### config.mk
export PLATFORM = sky130hd
export DESIGN_NAME = mlcd_byte_alu
export DESIGN_NICKNAME = d
export VERILOG_FILES = /design/src/mlcd_pkg.sv /design/src/mlcd_byte_alu.sv
export SDC_FILE = /design/constraint.sdc
export NUM_CORES = 1
export LEC_CHECK = 0
export BUFFER_PORTS_ARGS = -buffer_cell sky130_fd_sc_hd__buf_2
export CORE_AREA = 2 2 50 52
export DETAILED_ROUTE_END_ITERATION = 7
export DIE_AREA = 0 0 52 54
export GPL_TIMING_DRIVEN = 1
export PLACE_DENSITY_LB_ADDON = 0.25
export SYNTH_ARGS = -nofsm -noshare
export SYNTH_HDL_FRONTEND = slang
export SYNTH_SLANG_ARGS = --single-unit
### constraint.sdc
create_clock -name vclk -period 4.1
set_input_delay 0.205 -clock vclk [all_inputs]
set_output_delay 0.205 -clock vclk [all_outputs]
set_load 0.1 [all_outputs]
### src/mlcd_pkg.sv
// Package: types, codes and defaults of the page framebuffer engine.
`timescale 1ns / 1ps
package mlcd_pkg;

  localparam int ScreenColumns = 128;
  localparam int ScreenPages   = 8;
  localparam int ByteW         = 8;
  localparam int ActionW       = 3;

  localparam logic [ByteW-1:0] InvertMask = 8'hFF;

  typedef enum logic [ActionW-1:0] {
    ACT_SET    = 3'd0,
    ACT_CLEAR  = 3'd1,
    ACT_TOGGLE = 3'd2,
    ACT_WRITE  = 3'd3,
    ACT_INVERT = 3'd4,
    ACT_FILL   = 3'd5,
    ACT_READ   = 3'd6
  } action_e;

  typedef enum logic [2:0] {
    ALU_KEEP,
    ALU_SET,
    ALU_CLR,
    ALU_TGL,
    ALU_LOAD,
    ALU_INV
  } alu_op_e;

  typedef struct packed {
    alu_op_e          op;
    logic [2:0]       bit_idx;
    logic [ByteW-1:0] data;
  } alu_ctrl_t;

  typedef enum logic [2:0] {
    ST_CLEAR,
    ST_IDLE,
    ST_PIX_RD,
    ST_PIX_WR,
    ST_INV_RD,
    ST_INV_WR,
    ST_FILL,
    ST_DONE
  } state_e;

endpackage

### src/mlcd_byte_alu.sv
// Shared byte unit: modify one display byte by pixel mask, load or invert.
`timescale 1ns / 1ps
module mlcd_byte_alu (
  input  mlcd_pkg::alu_ctrl_t        ctrl_i,
  input  logic [mlcd_pkg::ByteW-1:0] old_i,
  output logic [mlcd_pkg::ByteW-1:0] new_o
);
  import mlcd_pkg::*;

  logic [ByteW-1:0] mask;

  assign mask = ByteW'(1) << ctrl_i.bit_idx;

  always_comb begin
    case (ctrl_i.op)
      ALU_SET:  new_o = old_i | mask;
      ALU_CLR:  new_o = old_i & ~mask;
      ALU_TGL:  new_o = old_i ^ mask;
      ALU_LOAD: new_o = ctrl_i.data;
      ALU_INV:  new_o = old_i ^ InvertMask;
      default:  new_o = old_i;
    endcase
  end

endmodule

==> flow_metrics.tcl, run 1 <==
set metrics [dict create \
    outcome "completed" \
    cp.arrival_ns 1.99 \
    gp_congestion 0.759 \
    antenna_found_initial 0 \
    die_w_um 52 \
    crit_type "input port to output port" \
    detailed_place_hpwl_um 1500 \
    rsz0062_at_grt "no" \
    antenna_cells 0 \
    yosysMostFrequentCell "nor2_1" \
    totalWireLength_um 2000 \
    path_max_fanout 8 \
    hold_viol_final 0 \
    grt_max_degree 37 \
    vias_per_cell 5.45 \
    final.setup.tns_ns 0 \
    synthSimpleGateAreaFrac_pct 24.7 \
    coreArea_um2 2320 \
    hold_path_end "new_o[3]" \
    synth_commonest_cells "17 x nor2_1, 16 x ha_1, 10 x a211oi_1" \
    synth_top_cell_area_share_pct 24.1 \
    worst_pin_slew_ns 0.620 \
    syn_inst 120 \
    grt_pass1_vias 720 \
    finalCritPeriodShare_pct 53.5 \
    design.seq.count 0 \
    slew_headroom_pct 58.7 \
    holdPathStages 4 \
    finalSetupViolCount 0 \
    grt_overflow_total 0 \
    holdWs_ns 0.893 \
    nNetsFinal 180 \
    synth_compound_area_share_pct 27.0 \
    n_clock_buffer 0 \
    ys_warn_count 0 \
    hold_buffers 0 \
    port_buffers 30 \
    synthTopCellsByArea "ha_1 24%, a211oi_1 9.0%, nor2_1 7.7%, mux2_2 6.8%, a221oi_1 4.2%" \
    grtUsageTotal_pct 14.3 \
    required_ns 3.89 \
    synth_fa_ha_area_share_pct 24.1 \
    multi_input_area_um2 743 \
    syn2layout_area_growth_pct 17.0 \
    register_area_um2 0 \
    drc 0 \
    startpoint_type "input port" \
    yosysTopAreaCell "ha_1" \
    start_util_pct 35.8 \
    synth_top_family_by_area "compound AO/OA/AOI/OAI gates" \
    max-cap-violations 0 \
    vias 926 \
    drt_iter0_markers 19 \
    period_needed_ns 2.19 \
    peakVddDrop_uv 96.1 \
    rows 18 \
    fill_cells 240 \
    post_cts_buffers 0 \
    drv_slew 0 \
    avgSynthCellArea_um2 6.91 \
    synth_cell_type_count 30 \
    synth_area_um2 830 \
    dieArea_um2 2810 \
    p_per_area_nw_per_um2 175 \
    syn_nets 158 \
    drtPass1Iterations 5 \
    timing.fmax_mhz 456 \
    synthMuxAreaShare_pct 13.7 \
    dieHeight_um 54 \
    wl_per_cell_um 11.7 \
    synth_xor_area_share_pct 0 \
    ctsResizeCount 0 \
    drive_above_1_share_pct 28.6 \
    design.portCount 30 \
    worst_hold_startpoint "ctrl_i[3]" \
    p_leak_nw 0.457 \
    end_kind "output port" \
    grt_pass1_wl_um 3200 \
    hold_path_class "input port to output port" \
    yosysSeqAreaShare_pct 0 \
    ant_nets 0 \
]
-- kinds of logic after synthesis --
logic type / Yosys count
AOI/OAI and AO/OA: 33
adders and majority gates: 16
muxes: 9
and+or+nand+nor: 42
buffers and inverters: 20
-- metal layers --
metal	share of wire [%]	GRT usage, %
met1	48	20.0
met4	0.50	0
met5	0	0
met3	4.2	0
met2	47	26.2
-- through the flow --
stage	total power, mW	setup WS, ns	instance area [µm²]	std cells	util (%)
after CTS	0.170	1.89	971	170	41.9
final	0.170	1.91	971	170	41.9
after floorplan	0.137	0.627	830	120	-
after detailed placement	0.170	1.90	971	170	41.9
after global routing	0.182	1.80	971	170	41.9
after global placement	0.166	1.93	971	170	41.9
-- worst max-delay path by stage --
| stage | from | to | slack [ns] | cells past startpoint |
|---|---|---|---|---|
| after global routing | ctrl_i[10] | new_o[4] | 1.80 | 8 |
| after CTS | ctrl_i[10] | new_o[2] | 1.89 | 7 |
| final | ctrl_i[10] | new_o[4] | 1.91 | 8 |
| after floorplan | ctrl_i[8] | new_o[4] | 0.63 | 6 |
| after global placement | ctrl_i[10] | new_o[2] | 1.93 | 7 |
| after detailed placement | ctrl_i[10] | new_o[2] | 1.90 | 7 |
-- cells in the final DEF, fill, tap and decap left out, types with 3 or more instances in the layout --
cell type and n:
a221oi_1 4, nand2_1 6, mux2_2 5, a21oi_1 5, nor3_1 6, a31oi_1 3, buf_2 30, nand3b_1 3
nor2_1 17, o21ai_0 3, nand2b_1 5, a211oi_1 10, inv_1 9, ha_1 16
-- critical path, stage by stage --
cell     delay, ns
buf_2         0.15
or3b_2        0.48
ha_1          0.29
nor2b_1       0.05
o21ai_1       0.13
a21oi_1       0.08
nor3_1        0.17
buf_2         0.45
-- final cells by class --
cell class	count	share of cell area [%]
inverters	10	4.12
multi-input cells	100	76.5
well taps	30	3.87
repair buffers	30	15.5
-- report_power, final --
| group | internal, mW | total [mW] | switching (mW) | leakage (nW) |
|---|---|---|---|---|
| clock network | 0 | 0 | 0 | 0 |
| registers | 0 | 0 | 0 | 0 |
| logic | 0.0456 | 0.170 | 0.124 | 0.457 |
Note: power is estimated with default switching activity, not from simulation.
==> inputs of run 2 (changes only) <==
ABC_AREA = 1   (was not set)
CORE_AREA = 2 2 49 51   (was 2 2 50 52)
DIE_AREA = 0 0 51 53   (was 0 0 52 54)
clock period = 2.15 ns   (was 4.1 ns; I/O delays follow)
==> run 2 against run 1 <==
Wire length increased by 9.8%. Utilization grew 1.7 points. Total power up 80%. Die area down 3.7%. Critical path type unchanged. Cell count rose by 12%. Global-route usage increased by 2.0 points. Non-clock buffer count is the same. Highest routed layer is now met3. Synthesized cell count increased by 15%.
==> flow_metrics.tcl, run 2 <==
set metrics [dict create \
    drive_above_1_share_pct 22.8 \
    dieHeight_um 53 \
    drv_slew 0 \
    grtUsageTotal_pct 16.3 \
    cp_common_cell "buf_2" \
    syn_inst 138 \
    finalCritPeriodShare_pct 78.2 \
    design.seq.count 0 \
    yosysTopAreaCell "nand3_1" \
    final.setup.tns_ns 0 \
    cp.arrival_ns 1.57 \
    gp_congestion 0.813 \
    vias_per_cell 5.04 \
    detailed_place_hpwl_um 1650 \
    start_util_pct 37.4 \
    antenna_cells 0 \
    nNetsFinal 202 \
    worst_pin_slew_ns 0.485 \
    period_needed_ns 1.68 \
    avgSynthCellArea_um2 5.82 \
    pre_cts_ws_ns 0.459 \
    fin_util_pct 43.5 \
    synth_xor_area_share_pct 0 \
    yosysSeqAreaShare_pct 0 \
    drtPass1Iterations 4 \
    path_max_fanout 16 \
    synth_compound_area_share_pct 1.09 \
    max-cap-violations 0 \
    cp_slowest_cell "buf_2" \
    register_area_um2 0 \
    crit_path_start "ctrl_i[11]" \
    hold_buffers 0 \
    synth_cell_type_count 15 \
    timing.fmax_mhz 595 \
    wl_per_cell_um 11.5 \
    post_cts_buffers 0 \
    hold_viol_final 0 \
    port_buffers 30 \
    fin_ws_ns 0.468 \
    outcome "completed" \
    n_clock_buffer 0 \
    slew_headroom_pct 67.9 \
    design.portCount 30 \
    end_kind "output port" \
    worst_hold_startpoint "old_i[7]" \
    dieArea_um2 2700 \
    drc 0 \
    drt_iter0_markers 12 \
    required_ns 2.04 \
    rsz0062_at_grt "no" \
    vias 957 \
    p_leak_nw 0.555 \
    path_cells "buf_2, inv_2, nor3_4, nand2_1, nand3_1, buf_2" \
    most-common-layout-cells "45 x nand3_1, 30 x buf_2, 24 x nand2_1" \
    p_per_area_nw_per_um2 326 \
    final_common_cell "nand3_1" \
    max_stage_delay_ns 0.42 \
    syn2layout_area_growth_pct 16.4 \
    peakVddDrop_uv 164 \
    ant_nets 0 \
    grt_pass1_wl_um 3490 \
    finalSetupViolCount 0 \
    rows 17 \
    synth_commonest_cells "45 x nand3_1, 24 x nand2_1, 20 x inv_1" \
    synthTopCellsByArea "nand3_1 28%, ha_1 25%, nand2_1 11%, inv_1 9.3%, nand4_1 8.6%" \
    startpoint_type "input port" \
    synth_fa_ha_area_share_pct 24.9 \
    hold_path_class "input port to output port" \
    grt_pass1_vias 802 \
    synth_top_family_by_area "simple AND/OR/NAND/NOR gates" \
    holdWs_ns 0.761 \
    coreArea_um2 2150 \
    synth_top_cell_area_share_pct 28.0 \
    antenna_found_initial 0 \
    syn_nets 176 \
    grt_overflow_total 0 \
    ctsResizeCount 0 \
    ys_warn_count 0 \
    total_power_mw 0.305 \
    crit_type "input port to output port" \
    yosysMostFrequentCell "nand3_1" \
    grt_max_degree 21 \
    synthSimpleGateAreaFrac_pct 56.2 \
    synth_area_um2 803 \
    die_w_um 51 \
    synthMuxAreaShare_pct 0 \
    totalWireLength_um 2190 \
]
## run 2: cell families after synthesis
group,Yosys count
compound gates,1
fa+ha+maj,16
buf+inv,29
simple gates,92
## run 2: final timing paths
path,cells past startpoint,slack (ns),endpoint
max,6,0.47,new_o[5]
min,4,0.76,new_o[7]
## run 2: worst max-delay path, delay by kind of cell
family / cells / cell delay (ns)
simple gates: 3 / 0.56
buf+inv: 3 / 0.89
## run 2: area by class of cell
class / count / area [µm²]
fill: 239 / 1210
multi-input combinational: 109 / 661
inverter: 23 / 88.8
timing repair buffer: 30 / 150
tap: 28 / 35.0
## run 2: per-layer routing
layer / up-vias / global-route usage [%] / wire (µm)
met5: - / 0 / 0
met4: 0 / 0.450 / 0
met3: 0 / 0.282 / 80
met2: 18 / 29.9 / 1070
met1: 421 / 22.3 / 1050
li1: 518 / - / -
## run 2: metrics by stage
step	instance area (µm²)	cells
after floorplan	803	138
after global placement	935	190
after detailed placement	935	190
after CTS	935	190
after global routing	935	190
final	935	190
## run 2: report_power, final
| group | switching [mW] | leakage, nW | total (mW) | internal, mW |
|---|---|---|---|---|
| clock | 0 | 0 | 0 | 0 |
| sequential | 0 | 0 | 0 | 0 |
| combinational | 0.241 | 0.555 | 0.305 | 0.0645 |
| total | 0.241 | 0.555 | 0.305 | 0.0645 |
==> inputs of run 3 (changes only) <==
ABC_AREA = 0   (was 1)
CORE_AREA = 2 2 50 52   (was 2 2 49 51)
DIE_AREA = 0 0 52 54   (was 0 0 51 53)
clock period = 1.46 ns   (was 2.15 ns; I/O delays follow)
==> run 3 against run 2 <==
The run now ends with setup timing left. Critical path depth up 1. Global-route usage up 2.5 points. Hold slack worse by 0.18 ns. Sequential share of layout area unchanged. Highest routed layer unchanged. Utilization up 24 points. Flip-flop and latch count unchanged. Worst setup slack worse by 0.60 ns. Largest cell class unchanged. Critical path type unchanged.
==> flow_metrics.tcl, run 3 (synthesized netlist as in run 1, its figures left out) <==
set metrics [dict create \
    drc 0 \
    crit_family "compound AO/OA/AOI/OAI gates" \
    nNetsFinal 196 \
    fin_ws_ns -0.133 \
    worst_hold_startpoint "ctrl_i[3]" \
    fin_util_pct 67.7 \
    worst-path-buf-inv 2 \
    rows 18 \
    path_cells "buf_12, or3b_4, ha_4, a21o_1, a221oi_2, nor2_4, buf_12" \
    cp_common_cell "buf_12" \
    fill_cells 184 \
    die_w_um 52 \
    drive_above_1_share_pct 59.6 \
    worst_pin_slew_ns 0.310 \
    wl_per_cell_um 13.5 \
    antenna_cells 0 \
    path_max_fanout 7 \
    grtUsageTotal_pct 18.8 \
    design.seq.count 0 \
    busiest_layer "met2" \
    start_util_pct 35.8 \
    p_int_mw 0.320 \
    p_sw_share_pct 57.6 \
    max_stage_delay_ns 0.41 \
    final_common_cell "buf_2" \
    cp.arrival_ns 1.52 \
    grt_pass1_wl_um 4180 \
    grt_overflow_total 0 \
    vias 1004 \
    timing.fmax_mhz 628 \
    finalSetupViolCount 7 \
    fin_area_um2 1570 \
    coreArea_um2 2320 \
    seq_power_share_pct 0 \
    rsz0062_at_grt "yes" \
    design.portCount 30 \
    crit_type "input port to output port" \
    max-cap-violations 0 \
    holdWs_ns 0.582 \
    p_sw_mw 0.434 \
    detailed_place_hpwl_um 1760 \
    outcome "complete, but fails checks" \
    ant_nets 0 \
    register_area_um2 0 \
    grt_max_degree 21 \
    p_leak_nw 0.660 \
    hold_path_class "input port to output port" \
    end_kind "output port" \
    most-common-layout-cells "18 x buf_2, 14 x nor2_1, 12 x buf_12, 12 x buf_4, 10 x ha_1" \
    violations "setup timing" \
    vias_per_cell 5.40 \
    postPlaceCellArea_um2 1340 \
    n_clock_buffer 0 \
    grtUsageMet1_pct 20.6 \
    slew_headroom_pct 79.1 \
    dieArea_um2 2810 \
    p_per_area_nw_per_um2 480 \
    grt_pass1_vias 1034 \
    clkPwrFrac_pct 0 \
    hold_viol_final 0 \
    final.setup.tns_ns -0.683 \
    dieHeight_um 54 \
    drv_slew 0 \
    instances_no_fill 186 \
    finalCritPeriodShare_pct 109 \
    drtPass1Iterations 4 \
    startpoint_type "input port" \
    antenna_found_initial 0 \
    place_inst 183 \
    p_comb_share_pct 100.0 \
    peakVddDrop_uv 363 \
    cp_slowest_cell "or3b_4" \
    syn2layout_area_growth_pct 89.4 \
    gp_congestion 0.714 \
    period_needed_ns 1.59 \
    totalWireLength_um 2510 \
    crit_path_start "ctrl_i[10]" \
    port_buffers 30 \
    required_ns 1.39 \
    drt_iter0_markers 9 \
    grt_use_met2_pct 41.6 \
    grtUsageMet3_pct 0.278 \
]
==> run 3: cell count changes in the layout (fill, tap and decap cells not counted), moves of 8 or more <==
cell      before  now
nand3_1       45    0
buf_2         30   18
buf_12         0   12
nand4_1       11    0
nand2_1       24    5
a211oi_2       0    8
inv_1         20    8
buf_4          0   12
==> run 3: tightest hold or removal path, delay by kind of cell <==
kind | cells | cell delay, ns
buffers and inverters | 2 | 0.26
and+or+nand+nor | 1 | 0.09
AOI/OAI and AO/OA | 1 | 0.08
==> run 3: area by class of cell <==
type | instances | area (µm²) | share of cell area [%]
well taps | 30 | 37.5 | 2.39
inverters | 10 | 40.0 | 2.55
repair buffers | 46 | 469 | 29.9
multi-input cells | 100 | 1020 | 65.2
==> run 3: stage by stage <==
step | total power, mW | worst slack (ns)
final | 0.755 | -0.133
after global routing | 0.800 | -0.181
after CTS | 0.746 | -0.139
after detailed placement | 0.649 | -0.317
after global placement | 0.638 | -0.299
after floorplan | 0.453 | -0.421
==> run 3: timing repair <==
item	CTS	global route
resized for setup	45	3
gates cloned	0	0
pin swaps	20	12
hold buffers	0	0
setup buffers	1	2
endpoints found under the setup margin	8	8
==> run 3: routing by layer <==
layer	vias to the layer above	share of wire, %
met1	479	42
met3	0	2.8
met5	-	0
met2	20	55
li1	505	-
met4	0	0
==> run 3: power groups by stage <==
stage	combinational, mW	clock (mW)	sequential (mW)
3_5_place_dp	0.649	0	0
2_1_floorplan	0.453	0	0
4_1_cts	0.746	0	0
5_1_grt	0.800	0	0
6_report	0.755	0	0
3_3_place_gp	0.638	0	0
==> run 3: worst paths after layout <==
| path | endpoint | slack, ns | cells after the start |
|---|---|---|---|
| worst min-delay path | new_o[3] | 0.58 | 4 |
| worst max-delay path | new_o[2] | -0.13 | 7 |
